--- src/rtl/mta_pkg.sv ---
package mta_pkg;

  localparam int CHANNEL_W = 4;
  localparam int ANGLE_W   = 37;
  localparam int TURNS_W   = 16;

  typedef logic [CHANNEL_W-1:0]      channel_t;
  typedef logic signed [ANGLE_W-1:0] angle_t;
  typedef logic signed [TURNS_W-1:0] turns_t;

  localparam channel_t FIRST_MULTI_CHANNEL = 4'd9;
  localparam channel_t HALF_SCALE_CHANNEL  = 4'd13;

  // One full turn in units of 1/5120 degree.
  localparam angle_t UNITS_PER_TURN = 37'sd1843200;

  // Units per converter count at the reference width of 12 bits.
  localparam int REF_SAMPLE_BITS  = 12;
  localparam int COUNT_UNITS      = 450;
  // The half-scale channel weighs each count with 256 units.
  localparam int HALF_SCALE_SHIFT = 8;

  localparam turns_t TURNS_MAX = 16'sh7FFF;
  localparam turns_t TURNS_MIN = 16'sh8000;

  localparam int DEFAULT_MULTI_TURN_CHANNELS = 4;
  localparam int DEFAULT_SAMPLE_BITS         = 12;

endpackage

--- src/rtl/multi_turn_angle_tracker.sv ---
// Multi-turn angle tracker.
// The sample channel carries one converter reading per transfer, with its channel number
// and the channel's calibration zero. The result channel returns the echoed channel, the
// angle in signed units of 1/5120 degree, and the turn count of multi-turn channels.
// Both channels use valid/stall: a transfer happens on a rising edge with valid high and
// stall low.
// A sample passes the middle stage and then the result register, and one sample can be
// taken in every cycle while the receiver does not stall.
// The rate is set by the per-channel read-modify-write of the tracking memory: the entry
// is read when the sample is taken and written back one stage later, and a back-to-back
// sample of the same channel picks up the new entry through a forwarding register.
// Reset clears the pipeline valid bits and the per-channel seeded flags. The memory needs
// no clearing pass, since an unseeded channel never uses its entry, so samples are taken
// from the first cycle after reset.
// When the receiver stalls, the result register holds its contents. One more sample can
// still enter the middle stage, after which sample_stall rises until the result moves on.
module multi_turn_angle_tracker #(
  parameter int MULTI_TURN_CHANNELS = mta_pkg::DEFAULT_MULTI_TURN_CHANNELS,
  parameter int SAMPLE_BITS         = mta_pkg::DEFAULT_SAMPLE_BITS
) (
  input  logic                   clk,
  input  logic                   rst,
  input  logic                   sample_valid,
  output logic                   sample_stall,
  input  mta_pkg::channel_t      channel,
  input  logic [SAMPLE_BITS-1:0] raw_sample,
  input  logic [SAMPLE_BITS-1:0] zero_offset,
  output logic                   result_valid,
  input  logic                   result_stall,
  output mta_pkg::channel_t      channel_out,
  output mta_pkg::angle_t        angle,
  output mta_pkg::turns_t        turns
);
  import mta_pkg::*;

  localparam int IDX_W    = (MULTI_TURN_CHANNELS > 1) ? $clog2(MULTI_TURN_CHANNELS) : 1;
  localparam int DIFF_W   = SAMPLE_BITS + 1;
  localparam int SHIFT_UP = (SAMPLE_BITS <= REF_SAMPLE_BITS) ? REF_SAMPLE_BITS - SAMPLE_BITS : 0;
  localparam int SHIFT_DN = (SAMPLE_BITS > REF_SAMPLE_BITS) ? SAMPLE_BITS - REF_SAMPLE_BITS : 0;
  localparam int SCALE    = COUNT_UNITS << SHIFT_UP;
  localparam int SCALE_W  = $clog2(SCALE + 1) + 1;
  localparam int PROD_W   = DIFF_W + SCALE_W;
  localparam int ENTRY_W  = SAMPLE_BITS + TURNS_W;

  localparam logic [CHANNEL_W:0]      MT_LIMIT   = (CHANNEL_W + 1)'(MULTI_TURN_CHANNELS);
  localparam logic signed [SCALE_W-1:0] SCALE_S  = SCALE_W'(SCALE);
  localparam logic signed [PROD_W-1:0] ROUND_BIAS = PROD_W'((64'd1 << SHIFT_DN) - 64'd1);
  localparam logic signed [DIFF_W-1:0] HALF_RANGE = DIFF_W'(64'd1 << (SAMPLE_BITS - 1));
  localparam logic signed [DIFF_W-1:0] NEG_HALF   = -HALF_RANGE;

  // Input side decode.
  logic                     in_accept;
  channel_t                 in_rel;
  logic                     in_multi;
  logic                     in_half;
  logic [IDX_W-1:0]         in_idx;
  logic signed [DIFF_W-1:0] in_diff;
  logic signed [PROD_W-1:0] in_scaled;
  logic signed [PROD_W-1:0] in_rounded;
  logic signed [PROD_W-1:0] in_part;

  // Middle stage: the item whose memory entry is being read back.
  logic                     s1_valid;
  logic                     s1_adv;
  channel_t                 s1_channel;
  logic [SAMPLE_BITS-1:0]   s1_sample;
  logic                     s1_multi;
  logic [IDX_W-1:0]         s1_idx;
  logic signed [PROD_W-1:0] s1_part;
  logic                     s1_fwd;
  logic [SAMPLE_BITS-1:0]   fwd_prev;
  turns_t                   fwd_turns;

  // Tracking memory: previous sample and turn count of each multi-turn channel.
  logic [ENTRY_W-1:0]       track_mem [MULTI_TURN_CHANNELS];
  logic [ENTRY_W-1:0]       rd_entry;
  logic [MULTI_TURN_CHANNELS-1:0] seeded;
  logic                     wr_en;

  logic                     was_seeded;
  logic [SAMPLE_BITS-1:0]   prev_eff;
  turns_t                   turns_old;
  turns_t                   turns_new;
  turns_t                   turns_res;
  logic signed [DIFF_W-1:0] jump;
  angle_t                   angle_next;

  assign in_accept    = sample_valid && !sample_stall;
  assign s1_adv       = s1_valid && (!result_valid || !result_stall);
  assign sample_stall = s1_valid && !s1_adv;
  assign wr_en        = s1_adv && s1_multi;

  // Channel decode and the single-turn part, both known from the sample alone.
  always_comb begin
    in_rel   = channel - FIRST_MULTI_CHANNEL;
    in_multi = (channel >= FIRST_MULTI_CHANNEL) && ({1'b0, in_rel} < MT_LIMIT);
    in_half  = (channel == HALF_SCALE_CHANNEL) && !in_multi;
    in_idx   = in_rel[IDX_W-1:0];
    in_diff  = signed'({1'b0, raw_sample}) - signed'({1'b0, zero_offset});
    // Widths above the reference width divide by a power of two, truncating toward zero.
    in_scaled  = PROD_W'(in_diff) * PROD_W'(SCALE_S);
    in_rounded = in_scaled + (in_scaled[PROD_W-1] ? ROUND_BIAS : '0);
    if (in_half) begin
      in_part = PROD_W'(in_diff) <<< HALF_SCALE_SHIFT;
    end else begin
      in_part = in_rounded >>> SHIFT_DN;
    end
  end

  always_ff @(posedge clk) begin
    if (rst) begin
      s1_valid <= 1'b0;
    end else if (in_accept) begin
      s1_valid <= 1'b1;
    end else if (s1_adv) begin
      s1_valid <= 1'b0;
    end
  end

  // A sample of the channel that is being written back in the same cycle takes the
  // new entry from the forwarding register instead of the memory.
  always_ff @(posedge clk) begin
    if (in_accept) begin
      s1_channel <= channel;
      s1_sample  <= raw_sample;
      s1_multi   <= in_multi;
      s1_idx     <= in_idx;
      s1_part    <= in_part;
      s1_fwd     <= wr_en && in_multi && (s1_idx == in_idx);
      fwd_prev   <= s1_sample;
      fwd_turns  <= turns_new;
    end
  end

  always_ff @(posedge clk) begin
    if (in_accept && in_multi) begin
      rd_entry <= track_mem[in_idx];
    end
    if (wr_en) begin
      track_mem[s1_idx] <= {s1_sample, turns_new};
    end
  end

  always_ff @(posedge clk) begin
    if (rst) begin
      seeded <= '0;
    end else if (wr_en) begin
      seeded[s1_idx] <= 1'b1;
    end
  end

  // Unwrap: a large negative jump means the sensor passed zero going up.
  always_comb begin
    was_seeded = seeded[s1_idx];
    if (was_seeded) begin
      prev_eff  = s1_fwd ? fwd_prev : rd_entry[ENTRY_W-1:TURNS_W];
      turns_old = s1_fwd ? fwd_turns : turns_t'(rd_entry[TURNS_W-1:0]);
    end else begin
      prev_eff  = s1_sample;
      turns_old = '0;
    end
    jump      = signed'({1'b0, s1_sample}) - signed'({1'b0, prev_eff});
    turns_new = turns_old;
    if (jump < NEG_HALF) begin
      if (turns_old != TURNS_MAX) begin
        turns_new = turns_old + 16'sd1;
      end
    end else if (jump > HALF_RANGE) begin
      if (turns_old != TURNS_MIN) begin
        turns_new = turns_old - 16'sd1;
      end
    end
    turns_res  = s1_multi ? turns_new : '0;
    angle_next = ANGLE_W'(turns_res) * UNITS_PER_TURN + ANGLE_W'(s1_part);
  end

  always_ff @(posedge clk) begin
    if (rst) begin
      result_valid <= 1'b0;
    end else if (s1_adv) begin
      result_valid <= 1'b1;
    end else if (!result_stall) begin
      result_valid <= 1'b0;
    end
  end

  always_ff @(posedge clk) begin
    if (s1_adv) begin
      channel_out <= s1_channel;
      angle       <= angle_next;
      turns       <= turns_res;
    end
  end

endmodule

--- config.mk ---
export PLATFORM = sky130hd
export DESIGN_NAME = multi_turn_angle_tracker
export DESIGN_NICKNAME = d
export VERILOG_FILES = /design/src/rtl/mta_pkg.sv /design/src/rtl/multi_turn_angle_tracker.sv
export SDC_FILE = /design/constraint.sdc
export NUM_CORES = 1
export LEC_CHECK = 0
export BUFFER_PORTS_ARGS = -buffer_cell sky130_fd_sc_hd__clkbuf_2
export CAP_MARGIN = 30
export CORE_MARGIN = 3
export CORE_UTILIZATION = 30
export CTS_CLUSTER_SIZE = 30
export DETAILED_ROUTE_END_ITERATION = 10
export GPL_ROUTABILITY_DRIVEN = 0
export MAX_ROUTING_LAYER = met4
export PLACE_DENSITY_LB_ADDON = 0.15
export SYNTH_ARGS = -nofsm -noshare
export SYNTH_HDL_FRONTEND = slang
export SYNTH_SLANG_ARGS = --single-unit
export TNS_END_PERCENT = 50
--- constraint.sdc ---
create_clock -name clk -period 13.7 [get_ports clk]
set_input_delay 0.685 -clock clk [delete_from_list [all_inputs] [get_ports clk]]
set_output_delay 0.685 -clock clk [all_outputs]
set_load 0.05 [all_outputs]
==> results.md, run 1 <==
* Final wirelength at 38300 µm
* Arr. time, crit path at 10.64 ns
* Fin Hold WS at 0.328 ns
* Pre-CTS setup slack at 3.38 ns
* Setup TNS at 0 ns
* Warnings, synthesis at 0
* Max Cap Viol at 0
* CTS sink cnt at 272
* Die width at 241 µm
* Wl on met1 at 18400 µm
* Overall Power at 3.71 mW
* Synthesized area at 16500 µm²
* FILL cells at 5242
* CTS tree: done
* CP dominant cell by count: o21ai_0
* Cell family with most CP delay: compound AO/OA/AOI/OAI gates
* Main flop type after synthesis: edfxtp_1
* Share of cells above drive strength 1 at 14.8%
* Clock Root Buffer: clkbuf_16
* Metal3 WL at 1230 µm
* Tcrit/Tclk final at 75.4%
* Synth top area share at 48.3%
* Initial antenna violation count at 0
* Slew Limit Fails at 0
* Core Util, Final at 35.1%
* Vias in the first global route at 11000
* Post-Syn Nets at 1580
* Clk slew on worst S/H paths at 0.06 ns
* Syn_area_per_cell at 12.3 µm²
* Synthesized instance count at 1344
* Via density at 4.78
* Cell Pwr Density at 195 nW/µm²
* WL/cell at 17.6 µm
* Final net count at 1685
* Hold WC Path Type: input port to register
* Crit end category: register
* Core area at 54100 µm²
* Buf/Inv on CP at 1
* Async set-reset flop share out of synthesis at 0%
* Most used standard cell by instance count after synthesis: edfxtp_1
* R2R Setup Slk at 3.37 ns
* # IOs at 91
* Cell type with the largest total area after synthesis: edfxtp_1
* Die Ht at 241 µm
* Dpl hpwl at 27500 µm
* Number of enable flip-flop cells after synthesis at 266
* Worst Path Max Fanout at 36
* Unrepaired setup endpoints after global routing: no
* Layout Area Growth over Synthesis at 14.9%
* # DRC at 0
* Period minus WS final at 10.33 ns
* Final Setup Violations at 0
* TritonCTS Buffers at 30
* Footprint of the multi-input gates at 7830 µm²
* Worst-Margin Slew at 0.922 ns
* Antenna-violating nets left at 0
* Port Buf Inserts at 89
* Unique masters post-synth at 77
* Flip-flop and latch area at 8110 µm²
* CP peak stage delay at 0.66 ns
* Clock Path Buffers at 3
* First-pass GRT wire length at 62100 µm
* Maximum VDD drop at 0.000122 V
* GRT Total Usage at 14.1%
* Gr ovfl total at 0
* Max Fclk at 96.8 MHz
* Via count at 10400
* Rows at 85
* Drt initial violations at 512
* FF+latch count, synth at 272
* H-tree depth at 1
* Hold_buf cts at 0
* Starting Density at 30.5%
* Pleak at 7.87 nW
* CP Launch Type: register
* Worst-skew pair later-pin latency at 0.57 ns
* PnR worst setup slack at 3.37 ns
* Drt first pass iters at 5
* Highest routed metal layer: met4
* Layout Skew at 0.0109 ns
* Top cells by area, synth: edfxtp_1 48%, ha_1 12%, fa_1 5.8%
* Hold Vio Cnt, Final at 0
* Full die area at 57900 µm²
* Pin count of the biggest net entering global routing at 58
* Status: complete, no violations
* Kind of critical path: register to register
* WP data required at 14.01 ns
* Post_cts resized at 0
* Max-slew headroom at 38.5%
* Metal2 WL at 18000 µm
* Critical-path top delay cell: mux2_2
* N_diodes at 0
* Setup bufs post-CTS at 0
* Synth top cells by count: 266 x edfxtp_1, 156 x ha_1, 122 x inv_1
* Seq/Total Area, Yosys at 49.1%
[where the power goes]
| part | switching [mW] | total [mW] | internal, mW |
|---|---|---|---|
| clock | 0.334 | 0.867 | 0.533 |
| combinational | 0.998 | 1.70 | 0.707 |
| sequential | 0.0430 | 1.14 | 1.09 |
[final cells by class]
class	instances	area share, %
multi-input combinational	914	41.2
clock buffer	34	4.03
sequential	272	42.7
inverter	124	2.45
clock inverter	22	1.59
tap	696	4.58
timing repair buffer	107	3.44
[through the flow]
step,instance area (µm²),instances
floorplan,16500,1344
global placement,17800,2109
detailed placement,17900,2111
CTS,18900,2167
global route,19000,2169
finish,19000,2169
[cell families (layout without fill, tap and decap cells)]
kind of cell             Yosys count  count (layout)  synth area share [%]
flip-flops                       272             272                  49.1
XOR/XNOR                          84              84                  4.45
other                              1               1                0.0227
multiplexers                      67              67                  6.29
buffers and inverters            158             287                  3.76
adder cells (fa/ha/maj)          205             205                  17.7
AO/OA/AOI/OAI                    244             244                  9.45
AND/OR/NAND/NOR                  313             313                  9.26
[path summary, 6_finish.rpt]
check,from,endpoint,cells after the start
setup / recovery,s1_idx[0],angle[36],40
hold / removal,channel[1],s1_channel[1],1
setup reg to reg,s1_idx[0],angle[36],40
hold reg to reg,s1_part[1],angle[1],0
[sequential cells by signal, summed over array words and instances, names as in the netlist]
name / flops
track_mem: 112
angle: 36
rd_entry: 28
s1_part: 22
fwd_turns: 16
turns: 16
fwd_prev: 12
s1_sample: 12
channel_out: 4
s1_channel: 4
seeded: 4
s1_idx: 2
result_valid: 1
s1_fwd: 1
s1_multi: 1
s1_valid: 1
[layout by cell type, fill, tap and decap left out, drive strengths merged, types with 8 or more instances in the layout]
master | synthesis | routed
mux2i | 30 | 30
mux2 | 9 | 9
nand4 | 9 | 9
a21o | 24 | 24
nor2b | 17 | 17
edfxtp | 266 | 266
nand2 | 79 | 79
inv | 124 | 124
mux4 | 28 | 28
clkbuf | 18 | 123
xor2 | 34 | 34
fa | 48 | 48
o21bai | 12 | 12
xnor2 | 50 | 50
clkinv | 0 | 14
buf | 16 | 18
ha | 156 | 156
o21ai | 55 | 55
nand3 | 26 | 26
and2 | 28 | 28
nor3 | 21 | 21
nor2 | 85 | 85
o21a | 9 | 9
nand2b | 9 | 9
a21oi | 84 | 84
a31oi | 8 | 8
[layer usage]
metal  global-route usage [%]  vias to the layer above
met5                        -                        -
met3                     1.81                       45
met4                     3.10                        0
li1                         -                     5132
met2                     23.0                      138
met1                     18.9                     5061
(Power assumes the default switching activity.)
==> run 2: changes to the inputs <==
==> constraint.sdc (replaced) <==
create_clock -name clk -period 9.4 [get_ports clk]
set_input_delay 0.47 -clock clk [delete_from_list [all_inputs] [get_ports clk]]
set_output_delay 0.47 -clock clk [all_outputs]
set_load 0.05 [all_outputs]
==> results.md, run 2 (synthesis results as in run 1) <==
* Status: complete, no violations (unchanged)
* Hold Vio Cnt, Final at 0 (unchanged)
* Initial antenna violation count at 0 (unchanged)
* Hold WC Path Type: input port to register (unchanged)
* Kind of critical path: register to register (unchanged)
* Internal power component at 3.44 mW (was 2.33 mW)
* Fin Hold WS at 0.128 ns (was 0.328 ns)
* Max Fclk at 112 MHz (was 96.8 MHz)
* GRT met3 Usage at 2.37% (was 1.81%)
* Worst Path Max Fanout at 7 (was 36)
* First-pass GRT wire length at 61800 µm (was 62100 µm)
* Port Buf Inserts at 89 (unchanged)
* PnR worst setup slack at 0.459 ns (was 3.37 ns)
* Largest register FFs at 112 (unchanged)
* Period minus WS final at 8.94 ns (was 10.33 ns)
* H-tree depth at 2 (was 1)
* Reg power frac at 30.0% (was 30.6%)
* Final Setup Violations at 0 (unchanged)
* Tcrit/Tclk final at 95.1% (was 75.4%)
* Die width at 241 µm (unchanged)
* TritonCTS Buffers at 34 (was 30)
* Dpl hpwl at 27500 µm (about the same)
* Final net count at 1736 (was 1685)
* CP peak stage delay at 0.54 ns (was 0.66 ns)
* Via density at 4.80 (was 4.78)
* # IOs at 91 (unchanged)
* Starting Density at 30.5% (unchanged)
* Routing usage on met1 at 19.0% (was 18.9%)
* Max Cap Viol at 0 (unchanged)
* Layout Skew at 0.0215 ns (was 0.0109 ns)
* Clock Power Share at 23.3% (was 23.4%)
* CTS tree: done (unchanged)
* Pre-CTS setup slack at -0.0753 ns (was 3.38 ns)
* Cell family with most CP delay: compound AO/OA/AOI/OAI gates (unchanged)
* # DRC at 0 (unchanged)
* Cell Pwr Density at 282 nW/µm² (was 195 nW/µm²)
* Crit end category: register (unchanged)
* CP Launch Type: register (unchanged)
* Share of cells above drive strength 1 at 20.1% (was 14.8%)
* Cell count after placement at 2150 (was 2111)
* FILL cells at 5245 (was 5242)
* Regs by FF count: track_mem: 112 flops, angle: 36 flops, rd_entry: 28 flops (unchanged)
* Sw Pwr at 2.08 mW (was 1.37 mW)
* Clk slew on worst S/H paths at 0.05 ns (was 0.06 ns)
* Core Util, Final at 36.1% (was 35.1%)
* Largest reg by FF count: track_mem (unchanged)
* Die Ht at 241 µm (unchanged)
* Clock Root Buffer: clkbuf_16 (unchanged)
* Antenna-violating nets left at 0 (unchanged)
* Maximum VDD drop at 0.000209 V (was 0.000122 V)
* Buf/Inv on CP at 3 (was 1)
* Pin count of the biggest net entering global routing at 57 (was 58)
* Slew Limit Fails at 0 (unchanged)
* Grt met2 use at 22.5% (was 23.0%)
* WP data required at 9.69 ns (was 14.01 ns)
* WL/cell at 17.7 µm (was 17.6 µm)
* Post-route insts no fill at 2220 (was 2169)
* CTS sink cnt at 272 (unchanged)
* R2R Setup Slk at 0.46 ns (was 3.37 ns)
* Overall Power at 5.51 mW (was 3.71 mW)
* Pleak at 8.13 nW (was 7.87 nW)
* Worst-skew pair later-pin latency at 0.54 ns (was 0.57 ns)
* Hold_buf cts at 0 (unchanged)
* Arr. time, crit path at 9.23 ns (was 10.64 ns)
* Setup TNS at 0 ns (unchanged)
* Clock Path Buffers at 3 (unchanged)
* Comb pwr share at 46.6% (was 46.0%)
* Layer carrying the most global-route usage: met2 (unchanged)
* Drt first pass iters at 5 (unchanged)
* Final wirelength at 39200 µm (was 38300 µm)
* Design area at 19600 µm² (was 19000 µm²)
* Rows at 85 (unchanged)
* Core area at 54100 µm² (unchanged)
* Drt initial violations at 672 (was 512)
* Max-slew headroom at 37.2% (was 38.5%)
* Full die area at 57900 µm² (unchanged)
* Via count at 10700 (was 10400)
* Most common cell after layout, fill and taps aside: edfxtp_1 (unchanged)
* Critical-path top delay cell: fa_1 (was mux2_2)
* DP Area at 18100 µm² (was 17900 µm²)
* Gr ovfl total at 0 (unchanged)
* Layout Area Growth over Synthesis at 18.3% (was 14.9%)
* Worst-Margin Slew at 0.941 ns (was 0.922 ns)
* Net Sw Frac at 37.7% (was 37.1%)
* GRT Total Usage at 14.2% (was 14.1%)
* Vias in the first global route at 11000 (about the same)
* N_diodes at 0 (unchanged)
* Most frequent cells in the layout: 266 x edfxtp_1, 151 x ha_1, 122 x inv_1 (was 266 x edfxtp_1, 155 x ha_1, 122 x inv_1)
run 2: changes by cell type in the layout (fill, tap and decap cells not counted), moves of 5 or more:
cell,before,now
and2_2,1,7
clkinv_2,8,3
buf_4,14,60
a21oi_1,84,79
o21ai_0,49,38
clkbuf_16,30,35
and2_1,26,16
o21ai_2,0,8
a21oi_2,0,5
run 2: metal layers:
| metal | vias to the layer above | share of wire, % |
|---|---|---|
| met5 | - | 0 |
| met4 | 0 | 2.2 |
| met3 | 58 | 3.5 |
| met2 | 146 | 47 |
| met1 | 5222 | 48 |
| li1 | 5224 | - |
run 2: worst register-to-register path: cells and delay by family (launching register included):
family / cells / cell delay (ns)
AO/OA/AOI/OAI: 17 / 2.99
adder cells (fa/ha/maj): 8 / 2.89
AND/OR/NAND/NOR: 6 / 1.13
multiplexers: 2 / 0.52
flip-flops: 1 / 0.45
buffers and inverters: 3 / 0.42
XOR/XNOR: 2 / 0.29
run 2: what timing repair did:
action	4_1_cts	5_1_grt
buffers inserted	0	8
gates cloned	0	1
pin swaps	0	14
resized for setup	2	59
endpoints found under the setup margin	1	6
endpoints found under the hold margin	0	0
run 2: power by group through the flow:
stage / sequential [mW] / combinational (mW) / clock (mW)
3_3_place_gp: 1.68 / 2.54 / 0
2_1_floorplan: 1.82 / 1.82 / 0
4_1_cts: 1.66 / 2.57 / 1.34
3_5_place_dp: 1.68 / 2.55 / 0
5_1_grt: 1.67 / 2.95 / 1.38
6_report: 1.66 / 2.57 / 1.29
run 2: final timing paths:
check / from / to / depth (start not counted)
hold / removal: channel[1] / s1_channel[1] / 1
setup reg to reg: s1_idx[0] / angle[36] / 38
setup / recovery: s1_idx[0] / angle[36] / 38
hold reg to reg: s1_part[12] / angle[12] / 0
run 2: cell type report:
class / count / area, µm² / area share, %
clock buffer: 43 / 906 / 4.63
clock inverter: 17 / 185 / 0.947
inverter: 124 / 465 / 2.38
multi-input combinational: 915 / 8050 / 41.2
sequential: 272 / 8110 / 41.5
tap: 696 / 871 / 4.45
timing repair buffer: 153 / 967 / 4.95
